`config.mk`:
```
export PLATFORM = sky130hd
export DESIGN_NAME = asc_div_pipe
export DESIGN_NICKNAME = d
export VERILOG_FILES = /design/src/hdl/asc_div_pipe.sv
export SDC_FILE = /design/constraint.sdc
export NUM_CORES = 1
export LEC_CHECK = 0
export BUFFER_PORTS_ARGS = -buffer_cell sky130_fd_sc_hd__buf_2
export CAP_MARGIN = 20
export CORE_MARGIN = 8
export CORE_UTILIZATION = 35
export DETAILED_ROUTE_END_ITERATION = 10
export SETUP_SLACK_MARGIN = 0.02
export SYNTH_ARGS = -nofsm -noshare
export SYNTH_HDL_FRONTEND = slang
export SYNTH_SLANG_ARGS = --single-unit
```
`constraint.sdc`:
```
create_clock -name clk -period 6.8 [get_ports clk]
set_input_delay 1.02 -clock clk [delete_from_list [all_inputs] [get_ports clk]]
set_output_delay 1.02 -clock clk [all_outputs]
set_load 0.02 [all_outputs]
```
`src/hdl/asc_div_pipe.sv`:
```
// Pipelined restoring divider, one quotient bit per stage, QW stages.
// Quotient is valid only when numer < denom * 2^QW. No dependencies.
module asc_div_pipe #(
  parameter int NW = 27,
  parameter int DW = 17,
  parameter int QW = 10
) (
  input  logic          clk,
  input  logic          en,
  input  logic [NW-1:0] numer,
  input  logic [DW-1:0] denom,
  output logic [QW-1:0] quot
);

  localparam int CW = (NW > DW + QW) ? NW : DW + QW;

  logic [NW-1:0] rem [1:QW];
  logic [DW-1:0] dv  [1:QW];
  logic [QW-1:0] qt  [1:QW];

  for (genvar i = 1; i <= QW; i++) begin : g_stage
    logic [NW-1:0] r_in;
    logic [DW-1:0] d_in;
    logic [QW-1:0] q_in;
    logic [CW-1:0] trial;
    logic [CW-1:0] r_ext;

    if (i == 1) begin : g_first
      assign r_in = numer;
      assign d_in = denom;
      assign q_in = '0;
    end else begin : g_next
      assign r_in = rem[i-1];
      assign d_in = dv[i-1];
      assign q_in = qt[i-1];
    end

    assign trial = CW'(d_in) << (QW - i);
    assign r_ext = CW'(r_in);

    always_ff @(posedge clk) begin
      if (en) begin
        dv[i] <= d_in;
        if (r_ext >= trial) begin
          rem[i] <= NW'(r_ext - trial);
          qt[i]  <= q_in | (QW'(1) << (QW - i));
        end else begin
          rem[i] <= r_in;
          qt[i]  <= q_in;
        end
      end
    end
  end

  assign quot = qt[QW];

endmodule

```
==> results of run 1 <==
final timing paths:
path	cells after the start	slack (ns)	to	startpoint
min	0	0.39	qt[6][5]$_DFFE_PP_	qt[5][5]$_SDFFCE_PN1P_
min reg2reg	0	0.39	qt[6][5]$_DFFE_PP_	qt[5][5]$_SDFFCE_PN1P_
max reg2reg	10	3.13	rem[0][150]$_DFFE_PP_	dv[0][68]$_DFFE_PP_
max	13	3.10	rem[0][37]$_DFFE_PP_	numer[9]
state kept, by name, indices dropped and copies added, names as in the netlist:
signal,flops
qt,55
dv,153
rem,243
worst max-delay path: cells and delay by family:
kind	cells	cell delay [ns]
muxes	1	0.37
and+or+nand+nor	1	0.11
buffers and inverters	4	0.54
AOI/OAI and AO/OA	5	1.39
adders and majority gates	2	0.58
metrics by stage:
step                power (uW)  std cells
finish                   10500       3257
global route             11200       3257
CTS                      10600       3256
detailed placement        8000       3173
global placement          7920       3173
floorplan                 7070       2211
kinds of logic (layout without fill, tap and decap cells):
kind of cell,count (synthesis),in the layout
compound gates,545,545
xor+xnor,148,148
simple gates,575,575
fa+ha+maj,179,179
buf+inv,275,371
flops,451,451
mux,38,38
final cells by class:
| cell class | count | area (sq um) | share of cell area |
|---|---|---|---|
| tap | 950 | 1190 | 0.0426 |
| timing repair buffer | 71 | 425 | 0.0152 |
| multi-input combinational | 1485 | 10400 | 0.372 |
| clock buffer | 58 | 1260 | 0.0451 |
| inverter | 217 | 815 | 0.0292 |
| clock inverter | 25 | 290 | 0.0104 |
| sequential | 451 | 13500 | 0.485 |
power groups by stage:
stage | Sequential, uW | Clock, uW | Combinational [uW]
final | 4260 | 2560 | 3720
after global routing | 4320 | 2760 | 4160
after CTS | 4260 | 2650 | 3710
after detailed placement | 4310 | 0 | 3690
after global placement | 4300 | 0 | 3620
after floorplan | 4150 | 0 | 2910
layout by cell type (no fill, tap or decap), drive strengths merged, types with 35 or more instances in the layout:
cell type | Yosys | layout
a21o | 74 | 74
a21oi | 147 | 147
buf | 20 | 71
clkbuf | 38 | 58
edfxtp | 451 | 451
ha | 170 | 170
inv | 217 | 218
nand2 | 165 | 165
nand3 | 45 | 45
nor2 | 146 | 146
nor3 | 35 | 35
o21ai | 149 | 149
xnor2 | 77 | 77
xor2 | 71 | 71
routing by layer:
| metal | vias to the layer above | part of all wire |
|---|---|---|
| li1 | 8243 | - |
| met1 | 7721 | 0.40 |
| met2 | 414 | 0.51 |
| met3 | 178 | 0.032 |
| met4 | 0 | 0.062 |
| met5 | - | 0 |
synthesized netlist by cell type, types with 13 or more instances:
cell,count
nor4_1,18
a21oi_1,145
a21o_1,74
nand2b_1,25
o21bai_1,19
a31oi_1,13
inv_1,217
ha_1,170
edfxtp_1,451
o31ai_1,15
nand2_1,164
nor2b_1,20
nand4_1,31
clkbuf_1,38
nor3_1,34
o21ai_0,121
xor2_1,71
and3_1,13
nor2_1,146
nand3_1,45
xnor2_1,77
o21a_1,29
buf_2,15
mux2_2,22
o21ai_1,26
==> results.yml, run 1 <==
synthesis:
  synth_compound_area_frac: 0.141
  ys.flop_type: "edfxtp_1"
  synthArstFlopShare: 0
  ys_warn_count: 0
  synth_edf_count: 451
  yosys.area_share.adder: 0.0922
  synth_area_leader_cell: "edfxtp_1"
  netlist_instances: 2211
  synth.mux.area_fraction: 0.0168
  synthTopCellsByArea: "edfxtp_1 (54%), ha_1 (8.5%), inv_1 (3.3%)"
  yosys.area_share.simple: 0.114
  synth_xor_area_frac: 0.0518
  synth_top_area_frac: 0.541
  syn-cell-area_sq_um: 25000
  synth_top_family_by_area: "compound AO/OA/AOI/OAI gates"
  synth-seq-cells: 451
  syn_nets: 2436
  yosysUniqueCellTypes: 87
  yosysSeqAreaShare: 0.541
  syn_area_per_cell_sq_um: 11.3
setup_path:
  crit_path_top_delay_cell: "a31oi_2"
  slowest_delay_ns: 0.48
  startpoint_type: "input port"
  worstSetupPathType: "input port to flop"
  end_kind: "flop"
  critPathArrivalTime_ns: 4.02
  crit_fanout: 22
  worstPathRequired_ns: 7.13
  crit_path_cell_trace: "buf_2 > inv_1 > ha_1 > inv_1 > fa_1 > a21o_1 > nand3_1 > a21oi_1 > a211o_1 > a21o_1 > a31oi_2 > buf_4 > mux2_2"
timing:
  fin_skew_ns: 0.0303
  worst_pin_slew_ns: 0.967
  slew_headroom: 0.355
  finalSetupViolCount: 0
  final.period_utilization: 0.544
  hold_ws_ns: 0.392
  drv_slew: 0
  tns_ns: 0
  rsz0062_at_grt: "false"
  timing.fmax_ghz: 0.270
  min_period_ns: 3.70
  layout_setup_ws_ns: 3.10
  final_hold_viol_count: 0
pwr:
  p_sw_frac: 0.336
  powerDensity_nw_per_um2: 378
  internal-power_uw: 7000
  leakagePower_uw: 0.0109
  sequentialPowerShare: 0.404
  power_frac_comb: 0.353
  p_sw_uw: 3540
  power_frac_clock: 0.243
  vdd_ir_drop_max_mv: 0.187
clock_tree:
  post-cts-setup-buffers: 0
  clk_latency_ns: 0.60
  cts_sinks: 451
  clk_pin_slew_ns: 0.06
  numCtsBuffers: 49
  h-tree-depth: 2
  clk_path_buf_depth: 3
  cts_tree: "yes"
  root_buffer: "clkbuf_16"
  cts_hold_buffers: 0
  post_cts_resized: 0
floorplanning:
  die_area_sq_um: 80300
  core_sq_um: 71100
  die_w_microns: 283
  rows: 98
  start_util: 0.352
  io_pins: 56
  dieHeight_microns: 283
drt:
  drt_iter0_drc: 998
  ant_nets: 0
  vias_per_cell: 5.08
  via_count: 16556
  wl_per_cell_microns: 16.1
  drc_errors: 0
  wl_microns: 52400
  dr.pass1.iters: 5
placement:
  dpl-instance-area_sq_um: 26300
  dp_hpwl_microns: 40500
  dpl_worst_slack_ns: 2.56
  globalplace.congestion: 0.907
  numPortBuffers: 55
cells_and_area:
  layout-drive-gt1-share: 0.0841
  diodes: 0
  area_growth_pct: 11.6
  design_area_sq_um: 27900
  post-route-util: 0.393
  layout.nets: 2500
  n_fill_cell: 6812
global_route:
  met2_usage: 0.235
  grt_pass1_vias: 17058
  grt_usage: 0.126
  grt_max_degree: 81
  gr-total-overflow: 0
  top_usage_layer: "met2"
  use_met1: 0.133
  antenna_found_initial: 0
  grt_pass1_wl_microns: 85000
  use_met3: 0.0192
outcome:
  status: "complete, no violations"
run:
  maxCapViolCount: 0
worst_hold_path:
  hold_class: "flop to flop"
(Power assumes the default switching activity.)
==> inputs of run 2 (changes only) <==
clock period = 3.4 ns   (was 6.8 ns; I/O delays follow)
==> run 2 against run 1 <==
Worst hold slack got worse by 0.28 ns; setup slack got worse by 2.9 ns; count of clock-buffer cells in the layout decreased by 3; global-route usage decreased by 0.16 points; combinational power increased by 100%; routed wire length decreased by 1.2%; clock skew decreased by 0.0053 ns; first-iteration DRC count increased by 14%; die area unchanged; final cell count increased by 0.89%; sequential power increased by 100%; critical path depth decreased by 3; critical path type is now flop to flop.
==> results.yml, run 2 (synthesis results as in run 1) <==
drt:
  vias_per_cell: 5.05
  dr.pass1.iters: 7
  via_count: 16601
  wl_per_cell_microns: 15.8
  wl_microns: 51800
  ant_nets: 0
  drc_errors: 0
  drt_iter0_drc: 1140
floorplanning:
  core_sq_um: 71100
  start_util: 0.352
  io_pins: 56
  dieHeight_microns: 283
  rows: 98
  die_w_microns: 283
  die_area_sq_um: 80300
clock_tree:
  cts_hold_buffers: 0
  numCtsBuffers: 49
  clk_pin_slew_ns: 0.06
  root_buffer: "clkbuf_16"
  cts_sinks: 451
  clk_path_buf_depth: 3
  cts_tree: "yes"
  clk_latency_ns: 0.59
  h-tree-depth: 2
cells_and_area:
  area_growth_pct: 12.9
  final_cell_mix: "edfxtp_1 (451), inv_1 (217), ha_1 (170)"
  largest-register: "rem"
  diodes: 0
  layout.nets: 2526
  final_common_cell: "edfxtp_1"
  layout-drive-gt1-share: 0.0976
  largest_register_ff_count: 243
  top_regs: "rem (243), dv (153), qt (55)"
  post-route-util: 0.397
pwr:
  leakagePower_uw: 0.0111
  powerDensity_nw_per_um2: 752
  vdd_ir_drop_max_mv: 0.345
global_route:
  grt_pass1_vias: 17179
  grt_pass1_wl_microns: 84400
  gr-total-overflow: 0
  antenna_found_initial: 0
  grt_max_degree: 112
  grt_usage: 0.125
setup_path:
  crit_fanout: 27
  worstSetupPathType: "flop to flop"
  crit_path_cell_trace: "ha_1 > fa_1 > nand2b_1 > a21oi_2 > o21ai_2 > o31ai_2 > a31oi_2 > o211ai_2 > buf_12 > mux2_2"
  worstPathRequired_ns: 3.73
  end_kind: "flop"
  slowest_delay_ns: 0.42
  startpoint_type: "flop"
  critPathArrivalTime_ns: 3.54
  crit_path_top_delay_cell: "fa_1"
  worst-r2r-setup-slack_ns: 0.19
timing:
  fin_skew_ns: 0.0250
  rsz0062_at_grt: "false"
  final_hold_viol_count: 0
  timing.fmax_ghz: 0.311
  final.period_utilization: 0.945
  slew_headroom: 0.428
  drv_slew: 0
  worst_pin_slew_ns: 0.859
  min_period_ns: 3.21
  finalSetupViolCount: 0
  tns_ns: 0
placement:
  dp_hpwl_microns: 40000
  numPortBuffers: 55
  globalplace.congestion: 0.983
worst_hold_path:
  hold_class: "input port to flop"
outcome:
  status: "complete, no violations"
run:
  maxCapViolCount: 0
==> run 2: cell count changes in the layout (fill, tap and decap cells not counted), sizes merged <==
cell      previous run  this run
clkbuf              58        55
clkinvlp             0         2
clkinv              19        23
buf                 71        97
==> run 2: what timing repair did <==
item,4_1_cts,5_1_grt
setup buffers,0,1
gates resized for setup,0,6
endpoints found under the setup margin,0,14
==> run 2: critical path: cells and delay by family (launching register included) <==
family / cells / cell delay (ns)
mux: 1 / 0.34
buf+inv: 1 / 0.20
fa+ha+maj: 2 / 0.65
compound gates: 5 / 1.14
flops: 1 / 0.41
simple gates: 1 / 0.20
==> run 2: cell type report <==
class / instances / area (sq um)
Clock inverter: 31 / 322
Timing Repair Buffer: 97 / 676
Tap cell: 950 / 1190
Sequential cell: 451 / 13500
Clock buffer: 55 / 1250
Inverter: 217 / 815
Fill cell: 6697 / 42900
Multi-Input combinational cell: 1485 / 10400
==> run 2: stage by stage <==
step	cells	area, sq um	hold WS, ns	total power (uW)	setup WS, ns
floorplan	2211	25000	0.400	14100	0.413
global placement	3199	26600	0.403	15800	0.206
detailed placement	3199	26600	0.405	16000	0.129
CTS	3285	28200	0.0699	21300	0.0858
global route	3286	28200	0.0848	22600	0.0467
finish	3286	28200	0.114	21200	0.187
==> run 2: worst paths after layout <==
| check | from | to | cells past startpoint |
|---|---|---|---|
| worst max register to register | dv[0][68]$_DFFE_PP_ | rem[0][145]$_DFFE_PP_ | 10 |
| worst max-delay path | dv[0][68]$_DFFE_PP_ | rem[0][145]$_DFFE_PP_ | 10 |
| worst min register to register | qt[6][8]$_DFFE_PP_ | qt[7][8]$_DFFE_PP_ | 0 |
| worst min-delay path | denom[14] | dv[0][31]$_DFFE_PP_ | 1 |
==> run 2: report_power, final <==
| group | switching [uW] | total, uW | internal, uW |
|---|---|---|---|
| Sequential | 758 | 8530 | 7770 |
| Combinational | 4220 | 7550 | 3320 |
| Clock | 2120 | 5140 | 3020 |
==> run 2: metal layers <==
| metal | part of all wire | GRT usage | vias to the layer above |
|---|---|---|---|
| met1 | 0.41 | 0.133 | 7791 |
| met3 | 0.028 | 0.0176 | 141 |
| met4 | 0.044 | 0.0584 | 0 |
| met5 | 0 | 0 | - |
| li1 | - | - | 8323 |
| met2 | 0.52 | 0.240 | 346 |
==> inputs of run 3 (changes only) <==
CORE_MARGIN = 2   (was 8)
==> run 3 against run 2 <==
Final cell count grew 0.33%; cell area grew 0.16%; clock skew grew 0.0042 ns; flip-flop and latch count is the same; combinational power grew 3%; routed wire length grew 4.5%; worst hold slack lost 0.0030 ns; first-iteration DRC count shrank 6.0%; total power grew 0.40%; core utilization grew 0.065 points; largest cell class unchanged.
==> results.yml, run 3 (synthesis results as in run 1) <==
clock_tree:
  clk_pin_slew_ns: 0.06
  cts_sinks: 451
  cts_tree: "yes"
  numCtsBuffers: 49
  clk_path_buf_depth: 3
  root_buffer: "clkbuf_16"
  cts_hold_buffers: 0
  h-tree-depth: 2
  clk_latency_ns: 0.59
timing:
  min_period_ns: 3.21
  rsz0062_at_grt: "false"
  final_hold_viol_count: 0
  worst_pin_slew_ns: 1.02
  drv_slew: 0
  timing.fmax_ghz: 0.311
  tns_ns: 0
  final.period_utilization: 0.944
  finalSetupViolCount: 0
  fin_skew_ns: 0.0292
  slew_headroom: 0.322
drt:
  drt_iter0_drc: 1072
  via_count: 16656
  wl_microns: 54100
  wl_per_cell_microns: 16.4
  vias_per_cell: 5.05
  dr.pass1.iters: 5
  ant_nets: 0
  drc_errors: 0
cells_and_area:
  final_cell_mix: "edfxtp_1 (451), inv_1 (217), ha_1 (170)"
  final_common_cell: "edfxtp_1"
  multiInputGateArea_sq_um: 10400
  layout.nets: 2535
  top_regs: "rem (243), dv (153), qt (55)"
  largest_register_ff_count: 243
  n_fill_cell: 6732
  layout-drive-gt1-share: 0.100
  regArea_sq_um: 13500
  largest-register: "rem"
  stdcell_count: 3297
  area_growth_pct: 13.1
  diodes: 0
pwr:
  leakagePower_uw: 0.0111
  sequentialPowerShare: 0.401
  p_sw_uw: 7260
  powerDensity_nw_per_um2: 753
  p_sw_frac: 0.341
  vdd_ir_drop_max_mv: 0.324
  internal-power_uw: 14000
  power_frac_clock: 0.236
  power_frac_comb: 0.363
placement:
  post-place-cells: 3208
  numPortBuffers: 55
  globalplace.congestion: 0.931
  dp_hpwl_microns: 41600
global_route:
  grt_pass1_wl_microns: 86900
  grt_max_degree: 198
  grt_usage: 0.146
  gr-total-overflow: 0
  grt_pass1_vias: 17103
  antenna_found_initial: 0
run:
  maxCapViolCount: 0
setup_path:
  crit_fanout: 19
  critPathArrivalTime_ns: 3.55
  slowest_delay_ns: 0.43
  crit_path_top_delay_cell: "fa_1"
  startpoint_type: "flop"
  end_kind: "flop"
  crit_path_cell_trace: "inv_1 > ha_1 > inv_1 > fa_1 > a211oi_2 > o21ai_1 > a32oi_2 > o21ai_1 > a31oi_1 > buf_4 > mux2_2"
  worstSetupPathType: "flop to flop"
  worstPathRequired_ns: 3.74
outcome:
  status: "complete, no violations"
floorplanning:
  core_sq_um: 71100
  start_util: 0.352
  rows: 98
  die_area_sq_um: 73600
  die_w_microns: 271
  dieHeight_microns: 271
  io_pins: 56
worst_hold_path:
  hold_class: "input port to flop"
==> run 3: cell types whose count changed in the layout (fill, tap and decap cells not counted), sizes merged <==
| cell | previous run | this run |
|---|---|---|
| clkbuf | 55 | 60 |
| buf | 97 | 106 |
| bufinv | 5 | 3 |
| clkinv | 23 | 22 |
==> run 3: layout make-up <==
class | instances | share of cell area
clock buffers | 60 | 0.0448
clock inverters | 28 | 0.00889
inverters | 217 | 0.0288
multi-input cells | 1485 | 0.369
flip-flops and latches | 451 | 0.479
well taps | 950 | 0.0420
repair buffers | 106 | 0.0272
==> run 3: worst paths after layout <==
kind / cells after the start / to / slack (ns) / from
setup reg to reg: 11 / rem[0][193]$_DFFE_PP_ / 0.19 / rem[0][165]$_DFFE_PP_
setup / recovery: 11 / rem[0][193]$_DFFE_PP_ / 0.19 / rem[0][165]$_DFFE_PP_
hold / removal: 1 / rem[0][27]$_DFFE_PP_ / 0.11 / numer[0]
hold reg to reg: 0 / qt[10][1]$_DFFE_PP_ / 0.42 / qt[9][1]$_SDFFCE_PN1P_
==> run 3: worst max-delay path: cells and delay by family, from the launching register on <==
family / cells / cell delay (ns)
adder cells (fa/ha/maj): 2 / 0.60
buffers and inverters: 3 / 0.39
multiplexers: 1 / 0.36
AO/OA/AOI/OAI: 5 / 1.20
flip-flops: 1 / 0.40
==> run 3: timing repair <==
action / CTS / global route
gates resized for setup: 0 / 6
buffers inserted: 0 / 1
setup endpoints to repair: 0 / 22
==> run 3: power by group through the flow <==
stage / logic [uW] / clock network, uW / registers (uW)
6_report: 7740 / 5030 / 8540
5_1_grt: 8650 / 5400 / 8660
4_1_cts: 7650 / 5210 / 8540
3_5_place_dp: 7610 / 0 / 8650
3_3_place_gp: 7430 / 0 / 8640
2_1_floorplan: 5830 / 0 / 8310
==> run 3: metal layers <==
layer | part of all wire | GRT usage | vias up | wire, microns
met5 | 0 | 0 | - | 0
met4 | 0.049 | 0.0733 | 0 | 2630
met3 | 0.032 | 0.0203 | 148 | 1720
met2 | 0.53 | 0.283 | 382 | 28800
met1 | 0.39 | 0.152 | 7803 | 21000
li1 | - | - | 8323 | -
==> run 3: per-stage QoR <==
step	total power [uW]	cell area, sq um	worst slack [ns]	utilization	hold WS, ns
floorplan	14100	25000	0.413	-	0.400
global placement	16100	26700	0.160	0.376	0.407
detailed placement	16300	26700	0.0696	0.376	0.405
CTS	21400	28200	0.0414	0.397	0.0646
global route	22700	28300	0.0104	0.398	0.0809
finish	21300	28300	0.190	0.398	0.111
